## config.mk

```make
export PLATFORM = sky130hd
export DESIGN_NAME = tls_div
export DESIGN_NICKNAME = d
export VERILOG_FILES = /design/src/sv/tls_pkg.sv /design/src/sv/tls_div.sv
export SDC_FILE = /design/constraint.sdc
export NUM_CORES = 2
export LEC_CHECK = 0
export ABC_AREA = 1
export BUFFER_PORTS_ARGS = -buffer_cell sky130_fd_sc_hd__buf_2
export CAP_MARGIN = 15
export CORE_MARGIN = 2
export CORE_UTILIZATION = 60
export DETAILED_ROUTE_END_ITERATION = 6
export PLACE_DENSITY = 0.76
export SLEW_MARGIN = 0
export SYNTH_ARGS = -nofsm -noshare
export SYNTH_HDL_FRONTEND = slang
export SYNTH_SLANG_ARGS = --single-unit
```

## constraint.sdc

```tcl
create_clock -name clk -period 3.5 [get_ports clk]
set_clock_uncertainty 0.05 [all_clocks]
set_input_delay 0.175 -clock clk [delete_from_list [all_inputs] [get_ports clk]]
set_output_delay 0.175 -clock clk [all_outputs]
set_load 0.1 [all_outputs]
```

## src/sv/tls_pkg.sv

```systemverilog
`default_nettype none
package tls_pkg;

    localparam int CoordW = 16;
    localparam int DistW = 16;
    localparam int QualW = 10;

    // Widths along the solve path.
    localparam int AW = 18;       // 2*(xj - xi)
    localparam int SqW = 32;      // squares of ranges and coordinates
    localparam int CW = 34;       // right-hand sides c1, c2
    localparam int PW = 36;       // a*b products
    localparam int DW = 37;       // determinant
    localparam int MW = 52;       // c*b products
    localparam int NW = 54;       // Cramer numerators
    localparam int DivNW = NW + 2;
    localparam int DivDW = DW + 1;
    localparam int QBits = 17;    // quotient bits below the overflow test
    localparam int DivSteps = QBits + 1;

    localparam int DiffW = 17;    // position minus anchor
    localparam int RadW = 33;     // dx^2 + dy^2
    localparam int RootW = 17;
    localparam int TrialW = 36;
    localparam int ErrW = 17;
    localparam int SumW = 19;

    localparam int FrontLat = 5;
    localparam int DivLat = DivSteps + 2;
    localparam int SqrtLat = RootW;
    localparam int TotalLat = FrontLat + DivLat + 2 + SqrtLat + 2;

    localparam int PosMax = 32767;
    localparam int NegMax = 32768;
    localparam int QualMax = 1000;
    localparam int MeanSatT = 3003;   // S+1 at or above this gives mean above 1000
    localparam int Recip3 = 2731;
    localparam int Recip3Shift = 13;
    localparam int MeanTW = 12;

    typedef enum logic [2:0] {
        REG_A1X = 3'd0,
        REG_A1Y = 3'd1,
        REG_A2X = 3'd2,
        REG_A2Y = 3'd3,
        REG_A3X = 3'd4,
        REG_A3Y = 3'd5
    } tls_reg_t;

    typedef struct packed {
        logic [DistW-1:0] dist_1;
        logic [DistW-1:0] dist_2;
        logic [DistW-1:0] dist_3;
    } tls_in_t;

    typedef struct packed {
        logic signed [CoordW-1:0] pos_x;
        logic signed [CoordW-1:0] pos_y;
        logic                     solved;
        logic [QualW-1:0]         quality;
    } tls_out_t;

    typedef struct packed {
        logic signed [CoordW-1:0] x1;
        logic signed [CoordW-1:0] y1;
        logic signed [CoordW-1:0] x2;
        logic signed [CoordW-1:0] y2;
        logic signed [CoordW-1:0] x3;
        logic signed [CoordW-1:0] y3;
    } tls_anchor_t;

    typedef struct packed {
        logic                 vld;
        logic signed [NW-1:0] num_x;
        logic signed [NW-1:0] num_y;
        logic signed [DW-1:0] det;
        tls_anchor_t          anc;
        tls_in_t              rng;
    } tls_sys_t;

    typedef struct packed {
        logic               neg;
        logic               ovf;
        logic [DivNW-1:0]   rem;
        logic [DivDW-1:0]   den;
        logic [QBits-1:0]   quo;
    } tls_dstep_t;

    typedef struct packed {
        logic [RadW-1:0]    rem;
        logic [RootW-1:0]   root;
    } tls_rstep_t;

endpackage
`default_nettype wire

```

## src/sv/tls_div.sv

```systemverilog
`default_nettype none
module tls_div (
    input  logic                                      clk,
    input  logic                                      rst_n,
    input  logic                                      in_vld,
    input  logic signed [tls_pkg::NW-1:0]             num,
    input  logic signed [tls_pkg::DW-1:0]             den,
    output logic                                      out_vld,
    output logic signed [tls_pkg::CoordW-1:0]         quo
);
    import tls_pkg::*;

    logic [DivSteps:0] vld_reg;
    tls_dstep_t        st_reg [0:DivSteps];
    tls_dstep_t        st_next [1:DivSteps];
    logic              ov_vld_reg;
    logic signed [CoordW-1:0] quo_reg;

    logic [NW-1:0] un;
    logic [DW-1:0] ud;
    tls_dstep_t    prep;
    tls_dstep_t    last;
    logic [QBits-1:0] mag;

    assign un = num[NW-1] ? NW'(-num) : NW'(num);
    assign ud = den[DW-1] ? DW'(-den) : DW'(den);

    always_comb
    begin
        prep.neg = num[NW-1] ^ den[DW-1];
        prep.ovf = 1'b0;
        prep.rem = {un, 1'b0} + DivNW'(ud);
        prep.den = {ud, 1'b0};
        prep.quo = '0;
    end

    // Stage 1 only tests for a quotient too large for 17 bits; the rest are restoring steps.
    for (genvar j = 1; j <= DivSteps; j++)
    begin : g_step
        localparam int Sh = DivSteps - j;
        logic [DivNW-1:0] sub;
        assign sub = DivNW'(st_reg[j-1].den) << Sh;
        always_comb
        begin
            st_next[j] = st_reg[j-1];
            if (j == 1)
            begin
                st_next[j].ovf = (st_reg[j-1].rem >= sub);
            end
            else if (st_reg[j-1].rem >= sub)
            begin
                st_next[j].rem = st_reg[j-1].rem - sub;
                st_next[j].quo[Sh] = 1'b1;
            end
        end
    end

    always_ff @(posedge clk or negedge rst_n)
    begin
        if (!rst_n)
        begin
            vld_reg    <= '0;
            ov_vld_reg <= 1'b0;
        end
        else
        begin
            vld_reg    <= {vld_reg[DivSteps-1:0], in_vld};
            ov_vld_reg <= vld_reg[DivSteps];
        end
    end

    always_ff @(posedge clk)
    begin
        st_reg[0] <= prep;
        for (int k = 1; k <= DivSteps; k++)
        begin
            st_reg[k] <= st_next[k];
        end
        quo_reg <= last.neg ? CoordW'(-mag) : CoordW'(mag);
    end

    always_comb
    begin
        last = st_reg[DivSteps];
        if (last.neg)
        begin
            mag = (last.ovf || last.quo > QBits'(NegMax)) ? QBits'(NegMax) : last.quo;
        end
        else
        begin
            mag = (last.ovf || last.quo > QBits'(PosMax)) ? QBits'(PosMax) : last.quo;
        end
    end

    assign out_vld = ov_vld_reg;
    assign quo = quo_reg;

endmodule
`default_nettype wire

```

After elaboration in Yosys (flattened, before gate mapping)
Memories as Yosys holds them, arrays and structs flattened.
Cells that the tools add are included.
- ROM bits: 0
- bits in registers: 36
- memories: 1
- bits in writable memories: 2147
- bits in latches: 0
- logic and storage cells: 88
- output and inout bits: 17
- memories (memory ; depth ; width ; rd ports ; clocked after Yosys merged registers in ; write ports ; RTL line ; RTL):
    st_reg ; 19 ; 113 ; 19 ; 0 ; 19 ; tls_div.sv:14 ; tls_dstep_t st_reg [0:DivSteps];
- $lt $le $gt $ge: 20
- div/mod/pow operators: 0
- reduce and logical (&&, ||, !) cells: 2
- multiplexer cells: 40
- shift-type cells: 0
- equal/unequal tests: 0
- bitwise gates (word level): 1
- add/sub/neg operators: 21
- multipliers: 0
- operators by type and width (kind ; count):
    $mux W56 ; 17
    $mux W16 ; 4
    $add A55 B37 Y56 ; 1
    $ge A56 B38 Y1 ; 1
    $ge A56 B39 Y1 ; 1
    $ge A56 B40 Y1 ; 1
    $ge A56 B41 Y1 ; 1
    $ge A56 B42 Y1 ; 1
    $ge A56 B43 Y1 ; 1
    $ge A56 B44 Y1 ; 1
    $ge A56 B45 Y1 ; 1
    $ge A56 B46 Y1 ; 1
    $ge A56 B47 Y1 ; 1
    $ge A56 B48 Y1 ; 1
    $ge A56 B49 Y1 ; 1
    $ge A56 B50 Y1 ; 1
    $ge A56 B51 Y1 ; 1
    $ge A56 B52 Y1 ; 1
    $ge A56 B53 Y1 ; 1
    $ge A56 B54 Y1 ; 1
    $ge A56 B55 Y1 ; 1
    $sub A56 B38 Y56 ; 1
    $sub A56 B39 Y56 ; 1
    $sub A56 B40 Y56 ; 1
    24 further kinds ; 41

Depth between registers and ports, before layout
An unclocked memory read counts as a cell.
- depth in word-level cells: 7
- gate-level depth with buffers: 22
- gate-level depth less buffers: 22

Least setup slack after synthesis
Ideal clock, no wire load.
- path kind: input -> register
- start point: input num[53] in the netlist's numbering
- end point: memory st_reg[0][109] in the netlist's numbering
- data required time: 3.337 ns
- stages: 22
- setup time: 0.113 ns
- slack: 0.194 ns
- data arrival time: 3.143 ns
- buffers on the path: 4
- cells stage by stage: buf_2 buf_2 clkbuf_1 buf_1 nand2_1 xnor2_1 ha_1 a21oi_1 nand2_1 a21boi_0 o21bai_1 a21o_1 nand2_1 nand2_1 nand2_1 nand2_1 nand2_1 nand2_2 nand2_2 nand2_2 nand3_1 nand2_1
- RTL lines (item ; RTL line ; RTL):
    start: declaration ; tls_div.sv:6 ; input logic signed [tls_pkg::NW-1:0] num,
    end: declaration ; tls_div.sv:14 ;

==> results.txt <==
- The flow ran to the end, but the final reports show violations.
* Violated checks: DRC
- Area Overhead vs Synth: 13.7%
- The portion of synthesized area spent on multiplexers is 0.000101.
- The via count of the first global-routing pass came to 93,600.
- The synthesized design contains approximately 1,900 register bits.
* Standard cell core area: ~160,000 um2
- Number of enable flip-flop cells after synthesis: 0
* Final setup violating endpoints: 0
- Count of cell types in the netlist: 82
* Pwr Density: 1060 nW/um2
- CTS Sinks: about 1,900
* Ports placed on the boundary: ~110
- Routed Wire Length: approximately 370 mm
- The worst path needs between 3000 and 4000 ps of the cycle, external delays included.
- Pins Over Slew Limit: 0
- Rows: approximately 150
- Clock-pin slew was measured on the worst setup and hold paths at approximately 70 ps.
* RSZ-0062 raised after global routing: false
- First-pass GRT wire length: about 550 mm
* Final worst-path cycle share: 0.985
- At the end of routability-driven placement, the weighted congestion stood at between 1 and 1.5.
* Mean routed wirelength per cell: between 20 and 25 um
* Average cell area after synthesis: 7.25 um2
* Post-CTS setup buffers: 0
* Fillcell total: between 10,000 and 15,000
* Max-slew headroom: 0.276
* Number of warnings printed during yosys synthesis: 0
- Arithmetic-cell share of the synthesized area counting full adders, half adders and majority gates: 0.0923
* Flip-flop cell with the highest count after synthesis: sky130_fd_sc_hd__dfxtp_1
- Most area-consuming cells after synthesis: sky130_fd_sc_hd__dfxtp_1, sky130_fd_sc_hd__nand2_1, sky130_fd_sc_hd__ha_1
* H-tree levels: 4
- For this run, design rule violations remaining after detail routing come to 5.
* Clock tree from TritonCTS: built
* Final setup margin: 51.5 ps
- The design draws roughly 120 mW.
- Antenna violations before repair: 30
- Of the total power, the share spent switching nets is 0.477.
- In this run the cell area of the synthesized design comes to roughly 99,000 um2.
- Setup TNS Final: 0 ps
- Combinational power share: 0.522
- For the worst-skew pair, the clock arrives at the later sink with an insertion delay of 910 ps.
- The critical path in this run is classified as reg -> reg.
* Total area of sequential cells: approximately 38,000 um2
- Register-to-register setup slack: between 50 and 60 ps
- Number of nets in the finished design: approximately 15,000
* Standby leakage power: between 50 and 60 nW
- Element type at the critical path end: register
- Of the total synthesized cell area, the portion taken by AND, OR, NAND and NOR gates is 0.221.
- Number of flip-flops under the largest register name: about 1,800
* Fraction of layout cells with a size suffix above 1: 0.0724
- Die span in y: slightly above 400 um
- Dpl hpwl: about 300 mm
* Post-route core utilization: 0.685
* Largest voltage drop on the vdd net: around 0.78 mV
- For this configuration, the core starts out at a cell density of 0.603.
- Of the post-synthesis cell area, the dominant cell type holds 0.376.
* Hold Path Class: in -> reg
- Post-place setup slack: -267 ps
* Leading cell type in the layout, fill and taps excluded: sky130_fd_sc_hd__nand2_1
* Count of nets left with antenna violations after detail routing: 0
- Worst-margin pin slew: 1060 ps
- Via density per instance: 5.85
- Switching power total: 57.1 mW
- WP data required: 4250 ps
* Die ar.: approximately 170,000 um2
- Proportion of synthesized flip-flops having asynchronous set or reset: 0.0106
- Arrival time of the worst setup path: 4200 ps
- Number of cells in the finished layout apart from fillers: around 17,000
* Endpoints failing hold: 0
* CP max FO: 4
- For this run, the top clock speed supported by timing is about 290 MHz.
* Number of port buffers: 110
- Of the total power, registers draw 0.299.
* Cell accounting for the most synthesized area: sky130_fd_sc_hd__dfxtp_1
* GRT Overall Usage: 0.429
- The die is slightly above 400 um wide.
- Global routing finished with a remaining overflow of 0.
- In the final layout, the multi-input gates occupy ~52,000 um2.
- The routed layout has a little under 100k vias.
- Worst hold margin: 43.9 ps
- In this run the cell area measured after placement is about 100,000 um2.
- STA classifies the critical path startpoint as a register.
- Synthesized netlist net count: around 14,000
- The tool flagged a number of max-cap violations equal to 0.
- Internal power of the cells: 62.6 mW
* Placed Cells: around 16,000
* Layout Cell Area excl Fill: between 100,000 and 150,000 um2
- In the layout the commonest cells are sky130_fd_sc_hd__nand2_1, sky130_fd_sc_hd__inv_1, sky130_fd_sc_hd__dfxtp_1, sky130_fd_sc_hd__nor2_1, sky130_fd_sc_hd__o21ai_0.
- Clock Path Buffers: 3
- First-pass detailed-route iteration total: 7
- The share of the Yosys chip area taken by registers is 0.381.
- The post-synthesis compound-gate area fraction came to 0.155.
* Clock power share: 0.179
- The first routing iteration left ~13,000 violations.
- Buffers inserted during clock tree synthesis total about 190.
- Post-Synthesis Cells: 13,700
- By area, the combinational part of the netlist is dominated by simple AND/OR/NAND/NOR gates.
- Xor-xnor portion of the synthesized cell area: 0.0606
- Root buf cell: sky130_fd_sc_hd__clkbuf_16
* Maximum number of pins on one net before global-route repair: 69
per-layer routing:
| layer | vias up | wire (um) | global-route usage |
|---|---|---|---|
| met3 | 1377 | 41500 | 0.113 |
| met5 | - | 148 | 0 |
| met1 | 44700 | 143000 | 0.527 |
| li1 | 45700 | - | - |
| met2 | 5740 | 160000 | 0.667 |
| met4 | 22 | 28000 | 0.276 |
cell type report:
class	instances	area share
well taps	2189	0.0243
multi-input cells	9446	0.466
clock buffers	228	0.0449
repair buffers	590	0.0419
clock inverters	117	0.0143
inverters	2200	0.0733
diodes	14	0.000311
flip-flops and latches	1882	0.335
synthesized netlist by cell type (27+ instances only):
cell                       number
sky130_fd_sc_hd__o21bai_1      44
sky130_fd_sc_hd__nand2_1     2547
sky130_fd_sc_hd__ha_1         704
sky130_fd_sc_hd__a211oi_1      28
sky130_fd_sc_hd__nand4_1      131
sky130_fd_sc_hd__nor3_1       140
sky130_fd_sc_hd__or2_2        100
sky130_fd_sc_hd__nand3_1      464
sky130_fd_sc_hd__nor4_1       102
sky130_fd_sc_hd__clkbuf_1      57
sky130_fd_sc_hd__and3_1        27
sky130_fd_sc_hd__buf_2         72
sky130_fd_sc_hd__inv_1       2183
sky130_fd_sc_hd__nor2_1      1598
sky130_fd_sc_hd__o211ai_1      32
sky130_fd_sc_hd__a21oi_1     1079
sky130_fd_sc_hd__o21ai_0     1111
sky130_fd_sc_hd__o21ai_1       61
sky130_fd_sc_hd__a21boi_0      28
sky130_fd_sc_hd__dfxtp_1     1862
sky130_fd_sc_hd__xnor2_1      349
sky130_fd_sc_hd__xor2_1       337
sky130_fd_sc_hd__a31oi_1      179
sky130_fd_sc_hd__o21a_1        84
sky130_fd_sc_hd__a21o_1        57
cell families after synthesis:
kind of cell | after synthesis
AO/OA/AOI/OAI | 2798
XOR/XNOR | 686
adder cells (fa/ha/maj) | 721
buffers and inverters | 2345
flip-flops | 1882
multiplexers | 1
other | 1
AND/OR/NAND/NOR | 5239
power groups by stage:
| stage | combinational (mW) | sequential [mW] | clock [mW] |
|---|---|---|---|
| after floorplan | 39.5 | 32.2 | 0 |
| after global placement | 57.7 | 35.4 | 0 |
| after detailed placement | 58.9 | 35.5 | 0 |
| after CTS | 59.8 | 35.2 | 21.5 |
| after global routing | 67.4 | 35.9 | 22.4 |
| final | 62.4 | 35.8 | 21.4 |
critical path, stage by stage, from the launching register on:
cell                       delay (ps)
sky130_fd_sc_hd__dfxtp_1          360
sky130_fd_sc_hd__ha_1             360
sky130_fd_sc_hd__fa_1             280
sky130_fd_sc_hd__nand3b_1         150
sky130_fd_sc_hd__nand2_1          210
sky130_fd_sc_hd__a21boi_0         330
sky130_fd_sc_hd__inv_1             90
sky130_fd_sc_hd__nand2_1           80
sky130_fd_sc_hd__nand2_1          160
sky130_fd_sc_hd__a21oi_1          500
sky130_fd_sc_hd__or2_2            220
sky130_fd_sc_hd__nand2_1          100
sky130_fd_sc_hd__nand2_1          110
sky130_fd_sc_hd__nand3_1          110
sky130_fd_sc_hd__xnor2_1          250
what timing repair did:
item / CTS / global route
setup endpoints to repair: 3 / 79
resized for setup: 3 / 41
hold buffers: 108 / 0
hold endpoints to repair: 96 / 0
path summary, 6_finish.rpt:
check	cells after the start	to	startpoint
max reg2reg	14	st_reg[6][106]$_DFF_P_	st_reg[5][55]$_DFF_P_
min in group asynchronous	3	vld_reg[1]$_DFF_PN0_	rst_n
min	5	st_reg[0][85]$_DFF_P_	num[29]
max	14	st_reg[6][106]$_DFF_P_	st_reg[5][55]$_DFF_P_
max in group asynchronous	3	vld_reg[0]$_DFF_PN0_	rst_n
min reg2reg	0	st_reg[5][16]$_DFF_P_	st_reg[4][16]$_DFF_P_
Power figures use the tool's default switching activity.
