File: config.mk
export PLATFORM = sky130hd
export DESIGN_NAME = tls_isqrt
export DESIGN_NICKNAME = d
export VERILOG_FILES = /design/src/sv/tls_pkg.sv /design/src/sv/tls_isqrt.sv
export SDC_FILE = /design/constraint.sdc
export NUM_CORES = 1
export LEC_CHECK = 0
export ABC_AREA = 1
export BUFFER_PORTS_ARGS = -buffer_cell sky130_fd_sc_hd__buf_4
export CAP_MARGIN = 20
export CORE_AREA = 4 4 411 251
export DETAILED_ROUTE_END_ITERATION = 7
export DIE_AREA = 0 0 415 255
export SETUP_SLACK_MARGIN = 0.05
export SLEW_MARGIN = 0
export SYNTH_ARGS = -nofsm -noshare
export SYNTH_HDL_FRONTEND = slang
export SYNTH_SLANG_ARGS = --single-unit
File: constraint.sdc
create_clock -name clk -period 2.25 [get_ports clk]
set_clock_uncertainty 0.05 [all_clocks]
set_input_delay 0.45 -clock clk [delete_from_list [all_inputs] [get_ports clk]]
set_output_delay 0.45 -clock clk [all_outputs]
set_load 0.03 [all_outputs]
File: src/sv/tls_pkg.sv
`default_nettype none
package tls_pkg;

    localparam int CoordW = 16;
    localparam int DistW = 16;
    localparam int QualW = 10;

    // Widths along the solve path.
    localparam int AW = 18;       // 2*(xj - xi)
    localparam int SqW = 32;      // squares of ranges and coordinates
    localparam int CW = 34;       // right-hand sides c1, c2
    localparam int PW = 36;       // a*b products
    localparam int DW = 37;       // determinant
    localparam int MW = 52;       // c*b products
    localparam int NW = 54;       // Cramer numerators
    localparam int DivNW = NW + 2;
    localparam int DivDW = DW + 1;
    localparam int QBits = 17;    // quotient bits below the overflow test
    localparam int DivSteps = QBits + 1;

    localparam int DiffW = 17;    // position minus anchor
    localparam int RadW = 33;     // dx^2 + dy^2
    localparam int RootW = 17;
    localparam int TrialW = 36;
    localparam int ErrW = 17;
    localparam int SumW = 19;

    localparam int FrontLat = 5;
    localparam int DivLat = DivSteps + 2;
    localparam int SqrtLat = RootW;
    localparam int TotalLat = FrontLat + DivLat + 2 + SqrtLat + 2;

    localparam int PosMax = 32767;
    localparam int NegMax = 32768;
    localparam int QualMax = 1000;
    localparam int MeanSatT = 3003;   // S+1 at or above this gives mean above 1000
    localparam int Recip3 = 2731;
    localparam int Recip3Shift = 13;
    localparam int MeanTW = 12;

    typedef enum logic [2:0] {
        REG_A1X = 3'd0,
        REG_A1Y = 3'd1,
        REG_A2X = 3'd2,
        REG_A2Y = 3'd3,
        REG_A3X = 3'd4,
        REG_A3Y = 3'd5
    } tls_reg_t;

    typedef struct packed {
        logic [DistW-1:0] dist_1;
        logic [DistW-1:0] dist_2;
        logic [DistW-1:0] dist_3;
    } tls_in_t;

    typedef struct packed {
        logic signed [CoordW-1:0] pos_x;
        logic signed [CoordW-1:0] pos_y;
        logic                     solved;
        logic [QualW-1:0]         quality;
    } tls_out_t;

    typedef struct packed {
        logic signed [CoordW-1:0] x1;
        logic signed [CoordW-1:0] y1;
        logic signed [CoordW-1:0] x2;
        logic signed [CoordW-1:0] y2;
        logic signed [CoordW-1:0] x3;
        logic signed [CoordW-1:0] y3;
    } tls_anchor_t;

    typedef struct packed {
        logic                 vld;
        logic signed [NW-1:0] num_x;
        logic signed [NW-1:0] num_y;
        logic signed [DW-1:0] det;
        tls_anchor_t          anc;
        tls_in_t              rng;
    } tls_sys_t;

    typedef struct packed {
        logic               neg;
        logic               ovf;
        logic [DivNW-1:0]   rem;
        logic [DivDW-1:0]   den;
        logic [QBits-1:0]   quo;
    } tls_dstep_t;

    typedef struct packed {
        logic [RadW-1:0]    rem;
        logic [RootW-1:0]   root;
    } tls_rstep_t;

endpackage
`default_nettype wire

File: src/sv/tls_isqrt.sv
`default_nettype none
module tls_isqrt (
    input  logic                         clk,
    input  logic                         rst_n,
    input  logic                         in_vld,
    input  logic [tls_pkg::RadW-1:0]     val,
    output logic                         out_vld,
    output logic [tls_pkg::RootW-1:0]    root
);
    import tls_pkg::*;

    logic [RootW-1:0] vld_reg;
    tls_rstep_t       st_reg [1:RootW];
    tls_rstep_t       st_in  [0:RootW-1];
    tls_rstep_t       st_next [1:RootW];

    assign st_in[0] = '{rem: val, root: '0};
    for (genvar k = 1; k < RootW; k++)
    begin : g_link
        assign st_in[k] = st_reg[k];
    end

    // rem holds val - root^2; each step tries to set one more root bit.
    for (genvar k = 1; k <= RootW; k++)
    begin : g_step
        localparam int Bit = RootW - k;
        logic [TrialW-1:0] trial;
        assign trial = (TrialW'(st_in[k-1].root) << (Bit + 1)) + (TrialW'(1) << (2 * Bit));
        always_comb
        begin
            st_next[k] = st_in[k-1];
            if (TrialW'(st_in[k-1].rem) >= trial)
            begin
                st_next[k].rem = st_in[k-1].rem - RadW'(trial);
                st_next[k].root[Bit] = 1'b1;
            end
        end
    end

    always_ff @(posedge clk or negedge rst_n)
    begin
        if (!rst_n)
        begin
            vld_reg <= '0;
        end
        else
        begin
            vld_reg <= {vld_reg[RootW-2:0], in_vld};
        end
    end

    always_ff @(posedge clk)
    begin
        for (int k = 1; k <= RootW; k++)
        begin
            st_reg[k] <= st_next[k];
        end
    end

    assign out_vld = vld_reg[RootW-1];
    assign root = st_reg[RootW].root;

endmodule
`default_nettype wire

Word-level counts from Yosys, hierarchy flattened
Memory sizes are Yosys's and may differ from the RTL's.
Index checks and enable logic that the tools add are counted.
{"block": "word_totals", "out_inout_bits": 18, "ram_bits": 850, "elab_cells": 85, "n_memories": 1, "in_bits": 36, "register_bits": 17}
{"block": "classes", "n_mux": 33, "magnitude_cmp": 17, "add_sub_neg": 33}
{"name": "st_reg", "words": 17, "word_bits": 50, "read_ports": 17, "rd_ports_with_merged_regs": 0, "write_ports": 17, "line": "tls_isqrt.sv:13", "text": "tls_rstep_t st_reg [1:RootW];"}
{"op": "$mux W33", "count": 16}
{"op": "$sub A33 B33 Y33", "count": 2}
{"op": "$add A33 B31 Y34 const B", "count": 1}
{"op": "$ge A33 B34 Y1", "count": 1}
{"op": "$mux W34", "count": 1}
{"op": "$add A32 B29 Y33 const B", "count": 1}
{"op": "$ge A33 B19 Y1", "count": 1}
{"op": "$ge A33 B20 Y1", "count": 1}
{"op": "$ge A33 B21 Y1", "count": 1}
{"op": "$ge A33 B22 Y1", "count": 1}
{"op": "$ge A33 B23 Y1", "count": 1}
{"op": "$ge A33 B24 Y1", "count": 1}
{"op": "$ge A33 B25 Y1", "count": 1}
{"op": "$ge A33 B26 Y1", "count": 1}
{"op": "$ge A33 B27 Y1", "count": 1}
{"op": "$ge A33 B28 Y1", "count": 1}
{"op": "$ge A33 B29 Y1", "count": 1}
{"op": "$ge A33 B30 Y1", "count": 1}
{"op": "$ge A33 B31 Y1", "count": 1}
{"op": "$ge A33 B32 Y1", "count": 1}
{"op": "$ge A33 B33 Y1", "count": 1}
{"op": "$ge A33 B33 Y1 const B", "count": 1}
{"op": "$sub A33 B19 Y33", "count": 1}
{"op": "$sub A33 B20 Y33", "count": 1}
{"op": "28 further kinds", "count": 43}

Depth between registers and ports, before layout
Gate-level depths: netlist of the first run.
An unclocked memory read counts as a cell.
{"block": "logic_depth", "depth_word": 4, "mapped_depth": 15, "depth_no_buf": 14}

Worst setup path before layout of the first run
Ideal clock, no wire load.
{"block": "synth_timing", "kind": "reg-to-reg", "startpoint": "register, netlist name st_reg[0][262]", "endpoint": "register, netlist name st_reg[0][343]", "path_slack_ns": 0.400, "setup_ns": 0.113, "stages_incl_launch_ff": 10, "path_buffers": 1, "required_time_ns": 2.087, "t_arrival_ns": 1.687, "period_less_slack_ns": 1.850, "path_cell_list": "dfxtp_1 > inv_1 > ha_1 > a21oi_1 > nand2_1 > a211oi_4 > nand2_1 > buf_2 > nand2_1 > nand2_1"}

==> results of run 1 <==
synth_stat cells (2+ instances only):
cell / count
clkbuf_1: 3
nand2_1: 1238
and3_1: 3
o21bai_1: 8
ha_1: 166
and2_1: 3
a21boi_0: 2
nor4_1: 21
or2_2: 13
dfrtp_1: 17
nand4_1: 75
buf_2: 5
a211oi_1: 2
nand3b_1: 27
nor3b_1: 2
nor2_4: 4
nand3_2: 6
inv_1: 640
a21oi_2: 20
dfxtp_1: 681
a21oi_4: 3
inv_2: 9
a21o_1: 6
o21ai_0: 80
o21a_1: 3
xnor2_1: 46
nor2_1: 392
o21ai_1: 23
o21ai_2: 5
buf_6: 15
buf_4: 8
nor2_2: 19
o211ai_1: 5
nand2_2: 21
xor2_1: 77
nand3_1: 259
a21oi_1: 136
nor3_1: 51
metrics by stage:
step / setup slack (ns) / setup TNS [ns] / util / hold slack [ns] / instance area (µm²)
2_1_floorplan: 0.400 / 0 / - / 0.104 / 30700
3_3_place_gp: -0.275 / -9.20 / 0.345 / 0.275 / 34300
3_5_place_dp: -0.256 / -9.02 / 0.345 / 0.277 / 34300
4_1_cts: 0.0545 / 0 / 0.377 / 0.136 / 37500
5_1_grt: 0.0165 / 0 / 0.389 / 0.167 / 38700
6_report: 0.0371 / 0 / 0.389 / 0.186 / 38700
layout make-up:
cell class,count,area [µm²],share of cell area
tap,1334,1670,0.0431
clock inverter,40,549,0.0142
inverter,650,2450,0.0633
multi-input combinational,2728,15000,0.389
timing repair buffer,352,2960,0.0766
sequential,698,14100,0.364
clock buffer,88,1940,0.0502
cells by family after synthesis:
| logic type | Yosys count |
|---|---|
| xor gates and xnor gates | 123 |
| and+or+nand+nor | 2137 |
| buffers and inverters | 682 |
| DFF | 698 |
| other | 1 |
| AOI/OAI and AO/OA | 296 |
| adders and majority gates | 167 |
power groups by stage:
stage | sequential (µW) | combinational (µW) | clock (µW)
floorplan | 17100 | 13700 | 0
global placement | 18200 | 20700 | 0
detailed placement | 18200 | 20800 | 0
CTS | 18000 | 21300 | 12900
global route | 18500 | 25700 | 13400
finish | 18200 | 23200 | 12600
path summary, 6_finish.rpt:
check / from / to / slack, ns / cells after the start
min: rst_n / vld_reg[14] / 0.19 / 2
min in group clk: st_reg[0][367] / st_reg[0][417] / 0.29 / 0
min reg2reg: st_reg[0][367] / st_reg[0][417] / 0.29 / 0
max: st_reg[0][592] / st_reg[0][635] / 0.04 / 9
max reg2reg: st_reg[0][592] / st_reg[0][635] / 0.04 / 9
max in group asynchronous: rst_n / vld_reg[2] / 1.77 / 2
worst reg2reg max path: cells and delay by family (launching register included):
kind | cells | cell delay, ns
AO/OA/AOI/OAI | 1 | 0.17
buffers and inverters | 2 | 0.28
flip-flops | 1 | 0.38
AND/OR/NAND/NOR | 6 | 1.26
what timing repair did:
action	in CTS	in global routing
endpoints found under the hold margin	51	0
cloned	3	2
gates resized for setup	40	211
endpoints found under the setup margin	119	209
pin swaps	12	32
hold buffers	35	0
setup buffers	9	19
metal layers:
layer | routed length (µm) | vias to the layer above | GRT usage
met5 | 0 | - | 0
met2 | 29600 | 991 | 0.191
met4 | 1110 | 0 | 0.0316
met1 | 53800 | 12200 | 0.302
li1 | - | 13600 | -
met3 | 12500 | 88 | 0.0705
==> reports/qor.yml, run 1 <==
synth:
  yosys.area.top_type_share: 0.445
  ys.flop_type: "dfxtp_1"
  synthXorXnorAreaFrac: 0.0351
  synth_top_family_by_area: "simple AND/OR/NAND/NOR gates"
  synth_edf_count: 0
  synth-seq-area-share: 0.459
  synth_mux_area_frac: 0
  synthSimpleGateAreaFrac: 0.294
  synth.avg_cell_area_um2: 7.47
  syn_area_mm2: 0.0307
  ys_ff_latch: 698
  synth_top_area_cell: "dfxtp_1"
  yosysWarnings: 0
  synth-adder-area-share: 0.0684
  ys_types: 48
  synthesis.nets: 4307
  syn_inst: 4104
  async_reset_ff_frac: 0.0244
  yosys-top-cells-area: "dfxtp_1 (44%), nand2_1 (15%), inv_1 (7.8%)"
  synth_compound_area_frac: 0.0552
setup_path:
  critical_path.slowest_cell: "dfxtp_1"
  cp-end-kind: "flop"
  cp_max_fo: 5
  crit_buf_inv: 2
  cp.arrival_ns: 2.73
  path_cells: "nor2_1 > nand2_1 > nor2_2 > nand3_2 > nand2_4 > buf_12 > nor2_4 > buf_4 > o21ai_1"
  critPathRequiredTime_ns: 2.77
  critical_path.top_delay_family: "simple AND/OR/NAND/NOR gates"
  start_kind: "flop"
  path_class: "flop to flop"
  cpPeakStageDelay_ns: 0.38
finish:
  final_common_cell: "nand2_1"
  instances_no_fill: 5890
  drive_gt1_frac: 0.162
  largest_reg_flops: 681
  fillers: 10300
  area_delta_synth_final_pct: 26.2
  layout.nets: 4703
  insertedDiodeCount: 0
  layout_common_cells: "nand2_1 (1189), dfxtp_1 (664), inv_1 (635)"
grt:
  first_global_vias: 23900
  overflow: 0
  grt_pass1_wl_mm: 145
  grt_max_degree: 22
  grt_antenna_before_repair: 1
  track_usage: 0.177
detailed_routing:
  drtIter0Drc: 2748
  post-route-drc-count: 0
  dr_total_vias: 26900
  routed_wl_mm: 97.0
  first_pass_iters: 6
  viasPerCell: 4.57
  ant_nets: 0
  wl_per_cell_um: 16.5
pwr:
  power_frac_seq: 0.337
  power_density_mw_per_mm2: 1400
  intPower_uw: 31800
  power_frac_clock: 0.233
  swShare: 0.411
  power.total_uw: 54100
  combPwrFrac: 0.430
  netSwitchingPower_uw: 22200
  ir_worst_vdd_v: 0.000703
  power_leakage_uw: 0.0192
sta:
  setup_viol: 0
  finalCriticalPeriod_ns: 2.21
  fin_crit_sh: 0.984
  hold_viol: 0
  rsz0062_at_grt: "false"
  slew_headroom: 0.639
  max_slew.worst_pin.slew_ns: 0.540
  fmax_mhz: 452
  drv_slew: 0
cts:
  clk_path_buf_depth: 3
  cts_made_buffers: 70
  cts.clk_slew.worst_paths_ns: 0.07
  clock-sinks: 698
  htree_levels: 3
  cts_tree: "yes"
  clock-root-buffer: "clkbuf_16"
  clkLatencyLatePin_ns: 0.65
floorplan:
  die_area_mm2: 0.106
  rows: 90
  fp.coreArea_mm2: 0.0995
  die_w_um: 415
  pin_count: 54
  start_util: 0.308
  die_h_um: 255
placement:
  hpwlAfterDp_mm: 76.9
  dp_cells: 5694
  port_buffers: 53
  gp_congestion: 0.962
min_path:
  hp-class: "input port to asynchronous set/reset pin"
status:
  status: "finished clean"
flow_run:
  maxCapViolCount: 0
No activity file was read; power rests on OpenSTA's default activity.
==> inputs of run 2 (changes only) <==
==> constraint.sdc (replaced) <==
create_clock -name clk -period 2.4 [get_ports clk]
set_clock_uncertainty 0.05 [all_clocks]
set_input_delay 0.48 -clock clk [delete_from_list [all_inputs] [get_ports clk]]
set_output_delay 0.48 -clock clk [all_outputs]
set_load 0.03 [all_outputs]
==> reports/qor.yml, run 2 (same netlist as run 1, synthesis figures left out) <==
finish:
  final_common_cell: "nand2_1"
  utilization: 0.366
  fillers: 10400
  multi_input_area_mm2: 0.0140
  area_delta_synth_final_pct: 19.0
  final_cell_area_mm2: 0.0365
  layout.nets: 4562
  layout_common_cells: "nand2_1 (1229), dfxtp_1 (679), inv_1 (639)"
  drive_gt1_frac: 0.100
  insertedDiodeCount: 0
  regArea_mm2: 0.0141
  largest_reg_flops: 681
detailed_routing:
  first_pass_iters: 8
  post-route-drc-count: 0
  dr_total_vias: 26300
  routed_wl_mm: 93.6
  drtIter0Drc: 2949
  wl_per_cell_um: 16.3
  ant_nets: 0
  viasPerCell: 4.57
pwr:
  power_leakage_uw: 0.0185
  ir_worst_vdd_v: 0.000615
  power_density_mw_per_mm2: 1310
cts:
  clk_path_buf_depth: 3
  clkLatencyLatePin_ns: 0.65
  cts.clk_slew.worst_paths_ns: 0.07
  cts_made_buffers: 71
  clock-sinks: 698
  htree_levels: 3
  clock-root-buffer: "clkbuf_16"
  cts_tree: "yes"
grt:
  grt_max_degree: 34
  first_global_vias: 23900
  track_usage: 0.175
  grt_antenna_before_repair: 2
  grt_pass1_wl_mm: 143
  overflow: 0
sta:
  fin_crit_sh: 0.957
  max_slew.worst_pin.slew_ns: 0.920
  setup_viol: 0
  rsz0062_at_grt: "false"
  hold_viol: 0
  setup_tns_ns: 0
  drv_slew: 0
  finalCriticalPeriod_ns: 2.30
  fmax_mhz: 436
  slew_headroom: 0.382
floorplan:
  fp.coreArea_mm2: 0.0995
  die_area_mm2: 0.106
  pin_count: 54
  die_h_um: 255
  start_util: 0.308
  die_w_um: 415
  rows: 90
setup_path:
  rrSetupSlack_ns: 0.10
  path_common_cell: "inv_1"
  r2r_cells: 7
  critPathRequiredTime_ns: 2.86
  path_cells: "inv_1 > ha_1 > nand2_1 > inv_1 > a211oi_1 > nand2_2 > o21ai_0"
  start_kind: "flop"
  path_class: "flop to flop"
  r2r_start: "st_reg[0][165]"
  r2r-end: "st_reg[0][244]"
  endpoint: "st_reg[0][244]"
  cp.arrival_ns: 2.76
  cpPeakStageDelay_ns: 0.41
  critical_path.startpoint: "st_reg[0][165]"
  cp_max_fo: 8
  critical_path.slowest_cell: "dfxtp_1"
  cp-end-kind: "flop"
min_path:
  hp-class: "input port to asynchronous set/reset pin"
status:
  status: "finished clean"
placement:
  place_area_mm2: 0.0335
  gp_congestion: 0.949
  hpwlAfterDp_mm: 76.2
  port_buffers: 53
flow_run:
  maxCapViolCount: 0
run 2: changes by cell type in the layout (fill, tap and decap cells not counted), moves of 10 or more:
cell / change
nand2_2: -32
nor2_1: +19
nor2_4: -10
ha_4: -47
nor2_2: -11
nand2_1: +40
buf_4: -130
dfxtp_1: +15
dfxtp_2: -15
ha_1: +52
run 2: where the power goes:
part	switching (µW)	total, µW	internal, µW
clock network	4900	11600	6670
registers	2460	17000	14500
logic	12500	19200	6750
run 2: layout make-up:
type | count | share of cell area
clock buffers | 93 | 0.0551
clock inverters | 35 | 0.0122
inverters | 650 | 0.0670
multi-input cells | 2724 | 0.385
flip-flops and latches | 698 | 0.385
well taps | 1334 | 0.0458
repair buffers | 214 | 0.0500
run 2: critical path: cells and delay by family (launching register included):
family	cells	cell delay, ns
buf+inv	2	0.14
compound gates	2	0.76
simple gates	2	0.45
flops	1	0.41
fa+ha+maj	1	0.36
run 2: stage by stage:
stage	power, µW	cells	hold WS (ns)	worst slack [ns]
global route	51100	5748	0.186	0.0394
floorplan	28900	4104	0.134	0.550
CTS	47300	5745	0.155	0.0500
finish	47800	5748	0.207	0.104
detailed placement	35400	5582	0.285	-0.00984
global placement	35400	5582	0.283	-0.0425
run 2: timing repair:
action / 4_1_cts / 5_1_grt
hold buffers: 35 / 0
setup endpoints to repair: 23 / 130
endpoints found under the hold margin: 51 / 0
setup buffers: 0 / 3
resized for setup: 2 / 50
pin swaps: 0 / 2
run 2: worst min path at each step:
stage | startpoint | endpoint | slack (ns) | cells after the start
2_1_floorplan | rst_n | vld_reg[0] | 0.13 | 0
3_3_place_gp | vld_reg[1] | vld_reg[2] | 0.28 | 0
3_5_place_dp | vld_reg[0] | vld_reg[1] | 0.28 | 0
4_1_cts | rst_n | vld_reg[3] | 0.16 | 2
5_1_grt | rst_n | vld_reg[16] | 0.19 | 2
6_report | rst_n | vld_reg[16] | 0.21 | 2
run 2: routing by layer:
layer / wire [µm] / vias up / track usage / share of wire
met1: 51600 / 11800 / 0.297 / 0.55
met5: 149 / - / 0.00956 / 0.0016
li1: - / 13300 / - / -
met4: 1030 / 2 / 0.0274 / 0.011
met3: 12900 / 82 / 0.0737 / 0.14
met2: 27900 / 1031 / 0.188 / 0.30
